### src/hdl/tet_pkg.sv
// Package for the touch event tracker: configuration and queue entry types,
// register index codes, event codes and the calibration helper.
// No dependencies.
`timescale 1ns / 1ps
`default_nettype none

package tet_pkg;

  localparam int unsigned QUEUE_DEPTH = 4;
  localparam int unsigned ADDR_W      = 5;
  localparam int unsigned DATA_W      = 32;

  localparam logic [2:0] REG_X_SCALE    = 3'd0;
  localparam logic [2:0] REG_X_OFFSET   = 3'd1;
  localparam logic [2:0] REG_Y_SCALE    = 3'd2;
  localparam logic [2:0] REG_Y_OFFSET   = 3'd3;
  localparam logic [2:0] REG_WIDTH      = 3'd4;
  localparam logic [2:0] REG_HEIGHT     = 3'd5;
  localparam logic [2:0] REG_TIMEOUT    = 3'd6;

  localparam logic ACT_TICK   = 1'b0;
  localparam logic ACT_REPORT = 1'b1;

  typedef enum logic [1:0] {
    EV_DOWN = 2'd0,
    EV_MOVE = 2'd1,
    EV_UP   = 2'd2
  } event_kind_e;

  typedef struct packed {
    logic [17:0]        x_scale;
    logic signed [23:0] x_offset;
    logic [17:0]        y_scale;
    logic signed [23:0] y_offset;
    logic [10:0]        x_limit;
    logic [10:0]        y_limit;
    logic [15:0]        release_ms;
  } cfg_t;

  typedef struct packed {
    logic        action;
    logic [31:0] now_ms;
    logic        touched;
    logic [11:0] raw_x;
    logic [11:0] raw_y;
    logic [9:0]  cal_x;
    logic [9:0]  cal_y;
  } entry_t;

  // Adds offset and half LSB; clamps sum[31:16] to [0, min(limit,1024)-1].
  function automatic logic [9:0] calib(input logic [29:0] prod,
                                       input logic signed [23:0] offset,
                                       input logic [10:0] limit);
    logic [31:0] sum;
    logic [15:0] q;
    logic [9:0]  maxv;
    logic [9:0]  res;
    sum = {2'b00, prod} + {{8{offset[23]}}, offset} + 32'd32768;
    q   = sum[31:16];
    if (limit == 11'd0) begin
      maxv = 10'd0;
    end else if (limit > 11'd1024) begin
      maxv = 10'd1023;
    end else begin
      maxv = 10'(limit - 11'd1);
    end
    if (sum[31]) begin
      res = 10'd0;
    end else if (q > {6'd0, maxv}) begin
      res = maxv;
    end else begin
      res = q[9:0];
    end
    return res;
  endfunction

endpackage

`default_nettype wire

### src/hdl/tet_in_if.sv
// Input channel of the touch event tracker: valid/ready and one input item.
// No dependencies.
`timescale 1ns / 1ps
`default_nettype none

interface tet_in_if;
  logic        valid;
  logic        ready;
  logic        action;
  logic [31:0] now_ms;
  logic        touched;
  logic [11:0] raw_x;
  logic [11:0] raw_y;

  modport source(output valid, action, now_ms, touched, raw_x, raw_y, input ready);
  modport sink(input valid, action, now_ms, touched, raw_x, raw_y, output ready);
endinterface

`default_nettype wire

### src/hdl/tet_out_if.sv
// Output channel of the touch event tracker: valid/ready and one pointer event.
// No dependencies.
`timescale 1ns / 1ps
`default_nettype none

interface tet_out_if;
  logic        valid;
  logic        ready;
  logic [1:0]  event_kind;
  logic [9:0]  pos_x;
  logic [9:0]  pos_y;
  logic [11:0] report_x;
  logic [11:0] report_y;
  logic [31:0] stamp_ms;

  modport source(output valid, event_kind, pos_x, pos_y, report_x, report_y, stamp_ms,
                 input ready);
  modport sink(input valid, event_kind, pos_x, pos_y, report_x, report_y, stamp_ms,
               output ready);
endinterface

`default_nettype wire

### src/hdl/tet_regs.sv
// Configuration registers of the touch event tracker behind an APB-style port.
// Depends on tet_pkg.
`timescale 1ns / 1ps
`default_nettype none

module tet_regs
  import tet_pkg::*;
#(
  parameter int unsigned AddrW = ADDR_W
) (
  input  wire logic              clk_i,
  input  wire logic              rst_ni,
  input  wire logic              psel,
  input  wire logic              penable,
  input  wire logic              pwrite,
  input  wire logic [AddrW-1:0]  paddr,
  input  wire logic [DATA_W-1:0] pwdata,
  output logic [DATA_W-1:0]      prdata,
  output logic                   pready,
  output cfg_t                   cfg_o
);

  cfg_t       cfg_q, cfg_d;
  logic [2:0] idx;
  logic       wr_en;

  assign pready = 1'b1;
  assign idx    = paddr[4:2];
  assign wr_en  = psel && penable && pwrite;

  always_comb begin
    cfg_d = cfg_q;
    if (wr_en) begin
      unique case (idx)
        REG_X_SCALE:  cfg_d.x_scale    = pwdata[17:0];
        REG_X_OFFSET: cfg_d.x_offset   = pwdata[23:0];
        REG_Y_SCALE:  cfg_d.y_scale    = pwdata[17:0];
        REG_Y_OFFSET: cfg_d.y_offset   = pwdata[23:0];
        REG_WIDTH:    cfg_d.x_limit    = pwdata[10:0];
        REG_HEIGHT:   cfg_d.y_limit    = pwdata[10:0];
        REG_TIMEOUT:  cfg_d.release_ms = pwdata[15:0];
        default: ;
      endcase
    end
  end

  always_comb begin
    unique case (idx)
      REG_X_SCALE:  prdata = {14'd0, cfg_q.x_scale};
      REG_X_OFFSET: prdata = {8'd0, cfg_q.x_offset};
      REG_Y_SCALE:  prdata = {14'd0, cfg_q.y_scale};
      REG_Y_OFFSET: prdata = {8'd0, cfg_q.y_offset};
      REG_WIDTH:    prdata = {21'd0, cfg_q.x_limit};
      REG_HEIGHT:   prdata = {21'd0, cfg_q.y_limit};
      REG_TIMEOUT:  prdata = {16'd0, cfg_q.release_ms};
      default:      prdata = '0;
    endcase
  end

  always_ff @(posedge clk_i or negedge rst_ni) begin
    if (!rst_ni) begin
      cfg_q.x_scale    <= 18'd58888;
      cfg_q.x_offset   <= 24'sd1046630;
      cfg_q.y_scale    <= 18'd57677;
      cfg_q.y_offset   <= 24'sd1484869;
      cfg_q.x_limit    <= 11'd368;
      cfg_q.y_limit    <= 11'd448;
      cfg_q.release_ms <= 16'd120;
    end else begin
      cfg_q <= cfg_d;
    end
  end

  assign cfg_o = cfg_q;

endmodule

`default_nettype wire

### src/hdl/tet_front.sv
// Front end: accepts input transactions, multiplies raw coordinates by the
// gains, then rounds and clamps them into queue entries. Depends on tet_pkg.
`timescale 1ns / 1ps
`default_nettype none

module tet_front
  import tet_pkg::*;
(
  input  wire logic clk_i,
  input  wire logic rst_ni,
  input  cfg_t      cfg_i,
  tet_in_if.sink    in_i,
  output logic      push_o,
  output entry_t    entry_o,
  input  wire logic full_i
);

  logic        s1_valid_q, s1_valid_d;
  logic        s1_action_q;
  logic [31:0] s1_now_q;
  logic        s1_touched_q;
  logic [11:0] s1_raw_x_q, s1_raw_y_q;
  logic [29:0] s1_prod_x_q, s1_prod_y_q;
  logic        in_fire;

  assign in_i.ready = !s1_valid_q || !full_i;
  assign in_fire    = in_i.valid && in_i.ready;
  assign push_o     = s1_valid_q && !full_i;

  always_comb begin
    s1_valid_d = s1_valid_q;
    if (in_fire) begin
      s1_valid_d = 1'b1;
    end else if (push_o) begin
      s1_valid_d = 1'b0;
    end
  end

  always_ff @(posedge clk_i or negedge rst_ni) begin
    if (!rst_ni) begin
      s1_valid_q <= 1'b0;
    end else begin
      s1_valid_q <= s1_valid_d;
    end
  end

  always_ff @(posedge clk_i) begin
    if (in_fire) begin
      s1_action_q  <= in_i.action;
      s1_now_q     <= in_i.now_ms;
      s1_touched_q <= in_i.touched;
      s1_raw_x_q   <= in_i.raw_x;
      s1_raw_y_q   <= in_i.raw_y;
      s1_prod_x_q  <= 30'(in_i.raw_x) * 30'(cfg_i.x_scale);
      s1_prod_y_q  <= 30'(in_i.raw_y) * 30'(cfg_i.y_scale);
    end
  end

  always_comb begin
    entry_o.action  = s1_action_q;
    entry_o.now_ms  = s1_now_q;
    entry_o.touched = s1_touched_q;
    entry_o.raw_x   = s1_raw_x_q;
    entry_o.raw_y   = s1_raw_y_q;
    entry_o.cal_x   = calib(s1_prod_x_q, cfg_i.x_offset, cfg_i.x_limit);
    entry_o.cal_y   = calib(s1_prod_y_q, cfg_i.y_offset, cfg_i.y_limit);
  end

endmodule

`default_nettype wire

### src/hdl/tet_fifo.sv
// Short queue of calibrated entries between the front end and the back end.
// Depends on tet_pkg.
`timescale 1ns / 1ps
`default_nettype none

module tet_fifo
  import tet_pkg::*;
#(
  parameter int unsigned Depth = QUEUE_DEPTH
) (
  input  wire logic clk_i,
  input  wire logic rst_ni,
  input  wire logic push_i,
  input  entry_t    entry_i,
  output logic      full_o,
  input  wire logic pop_i,
  output logic      nonempty_o,
  output entry_t    head_o
);

  localparam int unsigned PtrW = (Depth > 1) ? $clog2(Depth) : 1;
  localparam int unsigned CntW = $clog2(Depth + 1);

  entry_t            mem_q [Depth];
  logic [PtrW-1:0]   wr_ptr_q, wr_ptr_d, rd_ptr_q, rd_ptr_d;
  logic [CntW-1:0]   count_q, count_d;

  assign full_o     = (count_q == CntW'(Depth));
  assign nonempty_o = (count_q != '0);
  assign head_o     = mem_q[rd_ptr_q];

  always_comb begin
    wr_ptr_d = wr_ptr_q;
    rd_ptr_d = rd_ptr_q;
    count_d  = count_q;
    if (push_i) begin
      wr_ptr_d = (wr_ptr_q == PtrW'(Depth - 1)) ? '0 : wr_ptr_q + 1'b1;
    end
    if (pop_i) begin
      rd_ptr_d = (rd_ptr_q == PtrW'(Depth - 1)) ? '0 : rd_ptr_q + 1'b1;
    end
    if (push_i && !pop_i) begin
      count_d = count_q + 1'b1;
    end else if (pop_i && !push_i) begin
      count_d = count_q - 1'b1;
    end
  end

  always_ff @(posedge clk_i or negedge rst_ni) begin
    if (!rst_ni) begin
      wr_ptr_q <= '0;
      rd_ptr_q <= '0;
      count_q  <= '0;
    end else begin
      wr_ptr_q <= wr_ptr_d;
      rd_ptr_q <= rd_ptr_d;
      count_q  <= count_d;
    end
  end

  always_ff @(posedge clk_i) begin
    if (push_i) begin
      mem_q[wr_ptr_q] <= entry_i;
    end
  end

  a_count_bound: assert property (@(posedge clk_i) disable iff (!rst_ni)
    count_q <= CntW'(Depth))
    else $error("Queue count exceeds its depth.");

  a_no_push_full: assert property (@(posedge clk_i) disable iff (!rst_ni)
    full_o |-> !push_i)
    else $error("Entry pushed into a full queue.");

  a_no_pop_empty: assert property (@(posedge clk_i) disable iff (!rst_ni)
    pop_i |-> nonempty_o)
    else $error("Entry popped from an empty queue.");

endmodule

`default_nettype wire

### src/hdl/tet_back.sv
// Back end: keeps the pointer state, turns queue entries into DOWN, MOVE and
// UP events, and holds each event in an output register. Depends on tet_pkg.
`timescale 1ns / 1ps
`default_nettype none

module tet_back
  import tet_pkg::*;
(
  input  wire logic clk_i,
  input  wire logic rst_ni,
  input  cfg_t      cfg_i,
  input  wire logic nonempty_i,
  input  entry_t    head_i,
  output logic      pop_o,
  tet_out_if.source out_o
);

  logic        down_q, down_d;
  logic [9:0]  last_x_q, last_x_d, last_y_q, last_y_d;
  logic [31:0] last_t_q, last_t_d;
  logic        out_valid_q, out_valid_d;
  event_kind_e kind_q, kind_d;
  logic [9:0]  pos_x_q, pos_x_d, pos_y_q, pos_y_d;
  logic [11:0] rep_x_q, rep_x_d, rep_y_q, rep_y_d;
  logic [31:0] stamp_q, stamp_d;
  logic [31:0] elapsed;
  logic        emit;

  assign pop_o   = nonempty_i && (!out_valid_q || out_o.ready);
  assign elapsed = head_i.now_ms - last_t_q;

  always_comb begin
    down_d   = down_q;
    last_x_d = last_x_q;
    last_y_d = last_y_q;
    last_t_d = last_t_q;
    emit     = 1'b0;
    kind_d   = EV_UP;
    pos_x_d  = last_x_q;
    pos_y_d  = last_y_q;
    rep_x_d  = {2'b00, last_x_q};
    rep_y_d  = {2'b00, last_y_q};
    stamp_d  = head_i.now_ms;
    if (head_i.action == ACT_TICK) begin
      if (down_q && (elapsed >= {16'd0, cfg_i.release_ms})) begin
        down_d = 1'b0;
        emit   = 1'b1;
      end
    end else if (head_i.touched) begin
      last_t_d = head_i.now_ms;
      pos_x_d  = head_i.cal_x;
      pos_y_d  = head_i.cal_y;
      rep_x_d  = head_i.raw_x;
      rep_y_d  = head_i.raw_y;
      if (!down_q) begin
        kind_d = EV_DOWN;
        emit   = 1'b1;
      end else if (head_i.cal_x != last_x_q || head_i.cal_y != last_y_q) begin
        kind_d = EV_MOVE;
        emit   = 1'b1;
      end
      down_d   = 1'b1;
      last_x_d = head_i.cal_x;
      last_y_d = head_i.cal_y;
    end else if (down_q) begin
      down_d = 1'b0;
      emit   = 1'b1;
    end
  end

  always_comb begin
    out_valid_d = out_valid_q;
    if (pop_o) begin
      out_valid_d = emit;
    end else if (out_o.ready) begin
      out_valid_d = 1'b0;
    end
  end

  always_ff @(posedge clk_i or negedge rst_ni) begin
    if (!rst_ni) begin
      down_q      <= 1'b0;
      last_x_q    <= '0;
      last_y_q    <= '0;
      last_t_q    <= '0;
      out_valid_q <= 1'b0;
    end else begin
      out_valid_q <= out_valid_d;
      if (pop_o) begin
        down_q   <= down_d;
        last_x_q <= last_x_d;
        last_y_q <= last_y_d;
        last_t_q <= last_t_d;
      end
    end
  end

  always_ff @(posedge clk_i) begin
    if (pop_o && emit) begin
      kind_q  <= kind_d;
      pos_x_q <= pos_x_d;
      pos_y_q <= pos_y_d;
      rep_x_q <= rep_x_d;
      rep_y_q <= rep_y_d;
      stamp_q <= stamp_d;
    end
  end

  assign out_o.valid      = out_valid_q;
  assign out_o.event_kind = kind_q;
  assign out_o.pos_x      = pos_x_q;
  assign out_o.pos_y      = pos_y_q;
  assign out_o.report_x   = rep_x_q;
  assign out_o.report_y   = rep_y_q;
  assign out_o.stamp_ms   = stamp_q;

  a_up_releases: assert property (@(posedge clk_i) disable iff (!rst_ni)
    (pop_o && emit && kind_d == EV_UP) |=> !down_q)
    else $error("An UP event left the pointer down.");

  a_down_from_up: assert property (@(posedge clk_i) disable iff (!rst_ni)
    (pop_o && emit && kind_d == EV_DOWN) |-> !down_q)
    else $error("A DOWN event was issued while the pointer was down.");

  a_move_changes: assert property (@(posedge clk_i) disable iff (!rst_ni)
    (pop_o && emit && kind_d == EV_MOVE) |-> (down_q &&
      (head_i.cal_x != last_x_q || head_i.cal_y != last_y_q)))
    else $error("A MOVE event was issued without a position change.");

endmodule

`default_nettype wire

### src/hdl/touch_event_tracker_top.sv
// Top level of the touch event tracker: registers, front end, queue, back end.
// Depends on tet_pkg, tet_in_if, tet_out_if, tet_regs, tet_front, tet_fifo, tet_back.
//
//   Port        Direction  Handshake                   Carries
//   in_i        sink       valid/ready                 action, now_ms, touched, raw_x/y
//   out_o       source     valid/ready                 event_kind, pos_x/y, report_x/y, stamp_ms
//   APB port    slave      psel/penable, pready high   seven calibration and timing registers
//
// One transaction is accepted per cycle while the queue is not full, and one event
// can leave per cycle. An input passes these steps in order: the front-end
// registers take the gain products when it is accepted, the products are rounded
// and clamped into the queue, and the back end pops the entry, updates the
// pointer state and loads the output register. The queue lets the input side keep
// accepting while the output stalls until it fills. Reset clears the pointer state
// and loads the default calibration; there is no clearing pass.
`timescale 1ns / 1ps
`default_nettype none

module touch_event_tracker_top
  import tet_pkg::*;
#(
  parameter int unsigned QueueDepth = QUEUE_DEPTH
) (
  input  wire logic              clk_i,
  input  wire logic              rst_ni,
  tet_in_if.sink                 in_i,
  tet_out_if.source              out_o,
  input  wire logic              psel,
  input  wire logic              penable,
  input  wire logic              pwrite,
  input  wire logic [ADDR_W-1:0] paddr,
  input  wire logic [DATA_W-1:0] pwdata,
  output logic [DATA_W-1:0]      prdata,
  output logic                   pready
);

  cfg_t   cfg;
  entry_t push_entry;
  entry_t head;
  logic   push;
  logic   pop;
  logic   full;
  logic   nonempty;

  tet_regs #(
    .AddrW(ADDR_W)
  ) u_regs (
    .clk_i  (clk_i),
    .rst_ni (rst_ni),
    .psel   (psel),
    .penable(penable),
    .pwrite (pwrite),
    .paddr  (paddr),
    .pwdata (pwdata),
    .prdata (prdata),
    .pready (pready),
    .cfg_o  (cfg)
  );

  tet_front u_front (
    .clk_i  (clk_i),
    .rst_ni (rst_ni),
    .cfg_i  (cfg),
    .in_i   (in_i),
    .push_o (push),
    .entry_o(push_entry),
    .full_i (full)
  );

  tet_fifo #(
    .Depth(QueueDepth)
  ) u_fifo (
    .clk_i     (clk_i),
    .rst_ni    (rst_ni),
    .push_i    (push),
    .entry_i   (push_entry),
    .full_o    (full),
    .pop_i     (pop),
    .nonempty_o(nonempty),
    .head_o    (head)
  );

  tet_back u_back (
    .clk_i     (clk_i),
    .rst_ni    (rst_ni),
    .cfg_i     (cfg),
    .nonempty_i(nonempty),
    .head_i    (head),
    .pop_o     (pop),
    .out_o     (out_o)
  );

endmodule

`default_nettype wire
### src/flat_wrapper.sv
// flat-port wrapper written by rule: the top's interface ports become plain ports
module touch_event_tracker_top_flat import tet_pkg::*;
#(
  parameter int unsigned QueueDepth = QUEUE_DEPTH
)
  (clk_i, rst_ni, psel, penable, pwrite, paddr, pwdata, prdata, pready, in_i_valid, in_i_action, in_i_now_ms, in_i_touched, in_i_raw_x, in_i_raw_y, in_i_ready, out_o_valid, out_o_event_kind, out_o_pos_x, out_o_pos_y, out_o_report_x, out_o_report_y, out_o_stamp_ms, out_o_ready);
  tet_in_if in_i_i ();
  tet_out_if out_o_i ();
  input  wire logic clk_i;
  input  wire logic rst_ni;
  input  wire logic psel;
  input  wire logic penable;
  input  wire logic pwrite;
  input  wire logic [ADDR_W-1:0] paddr;
  input  wire logic [DATA_W-1:0] pwdata;
  output logic [DATA_W-1:0] prdata;
  output logic pready;
  input wire logic [$bits(in_i_i.valid)-1:0] in_i_valid;
  input wire logic [$bits(in_i_i.action)-1:0] in_i_action;
  input wire logic [$bits(in_i_i.now_ms)-1:0] in_i_now_ms;
  input wire logic [$bits(in_i_i.touched)-1:0] in_i_touched;
  input wire logic [$bits(in_i_i.raw_x)-1:0] in_i_raw_x;
  input wire logic [$bits(in_i_i.raw_y)-1:0] in_i_raw_y;
  output wire logic [$bits(in_i_i.ready)-1:0] in_i_ready;
  output wire logic [$bits(out_o_i.valid)-1:0] out_o_valid;
  output wire logic [$bits(out_o_i.event_kind)-1:0] out_o_event_kind;
  output wire logic [$bits(out_o_i.pos_x)-1:0] out_o_pos_x;
  output wire logic [$bits(out_o_i.pos_y)-1:0] out_o_pos_y;
  output wire logic [$bits(out_o_i.report_x)-1:0] out_o_report_x;
  output wire logic [$bits(out_o_i.report_y)-1:0] out_o_report_y;
  output wire logic [$bits(out_o_i.stamp_ms)-1:0] out_o_stamp_ms;
  input wire logic [$bits(out_o_i.ready)-1:0] out_o_ready;
  assign in_i_i.valid = in_i_valid;
  assign in_i_i.action = in_i_action;
  assign in_i_i.now_ms = in_i_now_ms;
  assign in_i_i.touched = in_i_touched;
  assign in_i_i.raw_x = in_i_raw_x;
  assign in_i_i.raw_y = in_i_raw_y;
  assign in_i_ready = in_i_i.ready;
  assign out_o_valid = out_o_i.valid;
  assign out_o_event_kind = out_o_i.event_kind;
  assign out_o_pos_x = out_o_i.pos_x;
  assign out_o_pos_y = out_o_i.pos_y;
  assign out_o_report_x = out_o_i.report_x;
  assign out_o_report_y = out_o_i.report_y;
  assign out_o_stamp_ms = out_o_i.stamp_ms;
  assign out_o_i.ready = out_o_ready;
  touch_event_tracker_top #(.QueueDepth(QueueDepth)) u_core (.clk_i(clk_i), .rst_ni(rst_ni), .in_i(in_i_i), .out_o(out_o_i), .psel(psel), .penable(penable), .pwrite(pwrite), .paddr(paddr), .pwdata(pwdata), .prdata(prdata), .pready(pready));
endmodule
### config.mk
export PLATFORM = sky130hd
export DESIGN_NAME = touch_event_tracker_top_flat
export DESIGN_NICKNAME = d
export VERILOG_FILES = /design/src/hdl/tet_pkg.sv /design/src/hdl/tet_in_if.sv /design/src/hdl/tet_out_if.sv /design/src/hdl/tet_regs.sv /design/src/hdl/tet_front.sv /design/src/hdl/tet_fifo.sv /design/src/hdl/tet_back.sv /design/src/hdl/touch_event_tracker_top.sv /design/src/flat_wrapper.sv
export SDC_FILE = /design/constraint.sdc
export NUM_CORES = 2
export LEC_CHECK = 0
export BUFFER_PORTS_ARGS = -buffer_cell sky130_fd_sc_hd__buf_2
export CAP_MARGIN = 15
export CORE_ASPECT_RATIO = 1.75
export CORE_MARGIN = 4
export CORE_UTILIZATION = 65
export DETAILED_ROUTE_END_ITERATION = 8
export PLACE_DENSITY = 0.84
export SLEW_MARGIN = 30
export SYNTH_ARGS = -nofsm -noshare
export SYNTH_HDL_FRONTEND = slang
export SYNTH_HIERARCHICAL = 1
export SYNTH_SLANG_ARGS = --single-unit
export TNS_END_PERCENT = 10
### constraint.sdc
create_clock -name clk_i -period 18.3 [get_ports clk_i]
set_input_delay 4.575 -clock clk_i [delete_from_list [all_inputs] [get_ports clk_i]]
set_output_delay 4.575 -clock clk_i [all_outputs]
set_load 0.005 [all_outputs]
==> results by group <==
Worst setup path
  – CP cell instances: buf_2 -> nor2b_1 -> a22o_1 -> a31oi_1 -> buf_2
  – WP depth: 5
  – Critical path startpoint category: input port
  – CP dominant cell by count: buf_2
  – R2R setup slack: about 11 ns
  – Crit Path Max Fanout: 36
  – Slowest CP cell: nor2b_1
  – Delay-heaviest family, CP: buffers and inverters
  – Worst Setup SP: paddr[4]
  – Worst reg2reg startpoint: u_core/u_fifo/rd_ptr_q[0]$_DFFE_PN0P_
  – Worst EP required: 13.73 ns
  – Reg2Reg Depth: 20
  – CP Data Arrival Time: 6.54 ns
  – Buffers & Inverters on Critical Path: 2
  – CP Capture Type: output port
  – Critical Path Max Stage Delay: 0.78 ns
  – Crit Path Class: input port to output port

Clock tree
  – Clock latency on the worst-skew pair: 0.66 ns
  – Post_cts resized: 0
  – CTS H-tree depth: 2
  – Num CTS Buffers: 59
  – CTS sink cnt: 692
  – Root Buffer: clkbuf_16
  – Hold-fix buffers, CTS: 0
  – Clock-pin slew on the worst setup and hold paths: 0.07 ns
  – Setup bufs post-CTS: 0
  – TritonCTS clock tree: built
  – Max clock buf depth: 3

STA
  – Slew headroom: 29.2%
  – RSZ-0062 raised after global routing: false
  – Final setup fails: 0
  – Fin crit period: 11.12 ns
  – Slew Limit Fails: 0
  – Final Cycle Share: 60.8%
  – Slew at the pin closest to its max-slew limit: 1.06 ns
  – Layout Skew: 0.0305 ns
  – Fmax: roughly 0.090 GHz
  – Final TNS setup: 0 ns
  – Hold Vio Cnt, Final: 0

Route
  – Residual DRC: 0
  – Wirelength per Cell: around 23 microns
  – Via count: 30958
  – Vias per inst: 6.19
  – WL final: 117000 microns
  – Routed Antenna Nets: 0
  – Drt initial violations: around 2400
  – TritonRoute pass-1 iters: 5

Worst hold path
  – Hold depth: 0
  – Hold path startpoint: u_core/u_front/s1_raw_y_q[10]$_DFFE_PP_
  – Hold WC Path Type: flip-flop to flip-flop

Job
  – Max-cap violations: 0

Floorplan
  – Core area: 71000 sq um
  – # rows: 129
  – I/O pin count: approximately 220
  – Die area: 76400 sq um
  – Starting Density: 65.8%
  – Die width: 211 microns
  – Die H: 363 microns

Synthesis
  – Post-synth EDFFs: about 510
  – Flops & latches, synth: between 600 and 700
  – Main synth FF type: edfxtp_1
  – Sequential area share after synthesis: 42.6%
  – Synth cell types: 99
  – Mapped Cells: ~4000
  – Async set-or-reset flop fraction in the synthesized netlist: 26.6%
  – Synth Warn #: 6
  – Syn avg cell area: 12.0 sq um
  – Mapped Area: 46700 sq um

Global routing
  – GRT Overall Usage: 30.5%
  – Largest net degree at the start of global routing: 75
  – Initial antenna violation count: 6
  – Global-route wire length before repair: 181000 microns
  – Final global-route overflow total: 0
  – Number of global-route vias before repair: 32791

Cells and area
  – Most common cell after layout, fill and taps aside: edfxtp_1
  – Most frequent cells in the layout: 508 x edfxtp_1, 499 x inv_1, 489 x nand2_1, 327 x ha_1, 322 x fa_1
  – Nets: 4778
  – Proportion of layout cells with a drive suffix above 1: 17.0%
  – Area Overhead vs Synth: 7.51%

Status
  – Status: finished, final reports clean

Placement
  – Routability cong.: 0.985
  – DP Wirelength: 85800 microns
  – # port buffers: 195
-- path summary, 6_finish.rpt --
check | end
setup / recovery | prdata[1]
hold / removal | u_core/u_fifo/mem_q[0][30]$_DFFE_PP_
setup reg to reg | u_core/u_back/out_o.report_y[4]$_DFFE_PP_
hold reg to reg | u_core/u_fifo/mem_q[0][30]$_DFFE_PP_
max in group asynchronous | u_core/u_regs/cfg_o[37]$_DFFE_PN0P_
min in group asynchronous | u_core/u_back/last_t_q[29]$_DFFE_PN0P_
-- worst reg2reg max path, stage by stage (launching register included) --
cell and delay (ns):
dfrtp_4 0.74, buf_4 0.81, mux4_2 0.48, inv_1 0.09
fa_1 0.46, nand2b_1 0.18, a21o_1 0.20, a31o_2 0.24
o2111a_1 0.33, xnor2_1 0.17, ha_1 0.31, nand4_1 0.11
nor3_1 0.29, o311ai_0 0.25, o211ai_1 0.15, or4_4 0.16
a2111oi_4 0.05, o211ai_2 0.12, nor3_2 0.10, a21oi_4 0.64
buf_4 0.76
-- kinds of logic after synthesis --
logic type | after synthesis | synth area share [%]
simple gates | 1014 | 10.5
flops | 692 | 42.6
buf+inv | 659 | 6.05
fa+ha+maj | 649 | 22.5
compound gates | 442 | 6.43
mux | 325 | 9.62
xor+xnor | 118 | 2.25
other cells | 2 | 0.0161
-- per-stage QoR --
step | hold slack, ns | utilization (%) | cell area, sq um | cells | setup slack [ns]
after global placement | 0.465 | 67.8 | 48100 | 4882 | 7.27
after detailed placement | 0.482 | 67.8 | 48200 | 4883 | 7.29
after CTS | 0.499 | 70.7 | 50200 | 4993 | 7.30
after floorplan | 0.449 | - | 46800 | 3908 | 8.12
final | 0.494 | 70.8 | 50300 | 4998 | 7.18
after global routing | 0.517 | 70.7 | 50200 | 4993 | 7.12
-- synth_stat cells, types with 27 or more instances --
cell	instances	area [sq um]
o21a_1	30	225
nand2_1	490	1840
nand2b_1	34	213
ha_1	327	4090
dfrtp_1	137	3430
xnor2_1	70	613
dfstp_2	47	1230
o21ai_0	64	320
nand3_1	27	135
clkbuf_1	94	353
mux4_2	80	1800
xor2_1	47	412
edfxtp_1	508	15300
fa_1	322	6450
a21oi_1	120	601
a21o_1	52	390
mux2_2	177	1990
nor2_1	111	417
mux2i_1	64	641
inv_1	499	1870
buf_4	27	203
nor3_1	43	215
and2_1	156	976
-- metal layers --
layer | wire, microns | global-route usage [%] | up-vias
met5 | 22 | 0 | -
met1 | 40900 | 35.3 | 15571
met4 | 7130 | 15.4 | 4
met3 | 8030 | 4.54 | 377
met2 | 60500 | 54.9 | 1404
li1 | - | - | 13602
-- registers in the layout, summed over array words and instances, names as in the netlist, 12 cells and up --
name and count:
u_core/u_regs/cfg_o 122, u_core/u_back/out_o.report_x 12, u_core/u_front/s1_prod_y_q 30, u_core/u_front/s1_prod_x_q 30, u_core/u_front/s1_raw_y_q 12, u_core/u_back/last_t_q 32, u_core/u_back/out_o.stamp_ms 32, u_core/u_front/s1_raw_x_q 12
u_core/u_front/s1_now_q 32, u_core/u_fifo/mem_q 312, u_core/u_back/out_o.report_y 12
-- cell type report --
type | instances | area (sq um)
inverter | 499 | 1870
timing repair buffer | 218 | 1170
antenna | 5 | 12.5
clock buffer | 72 | 1570
fill | 4811 | 20800
clock inverter | 38 | 499
tap | 917 | 1150
multi-input combinational | 2557 | 24100
sequential | 692 | 19900
Power is not shown: default switching activity piles up to over one toggle a cycle in this logic, so the estimate is an artifact.
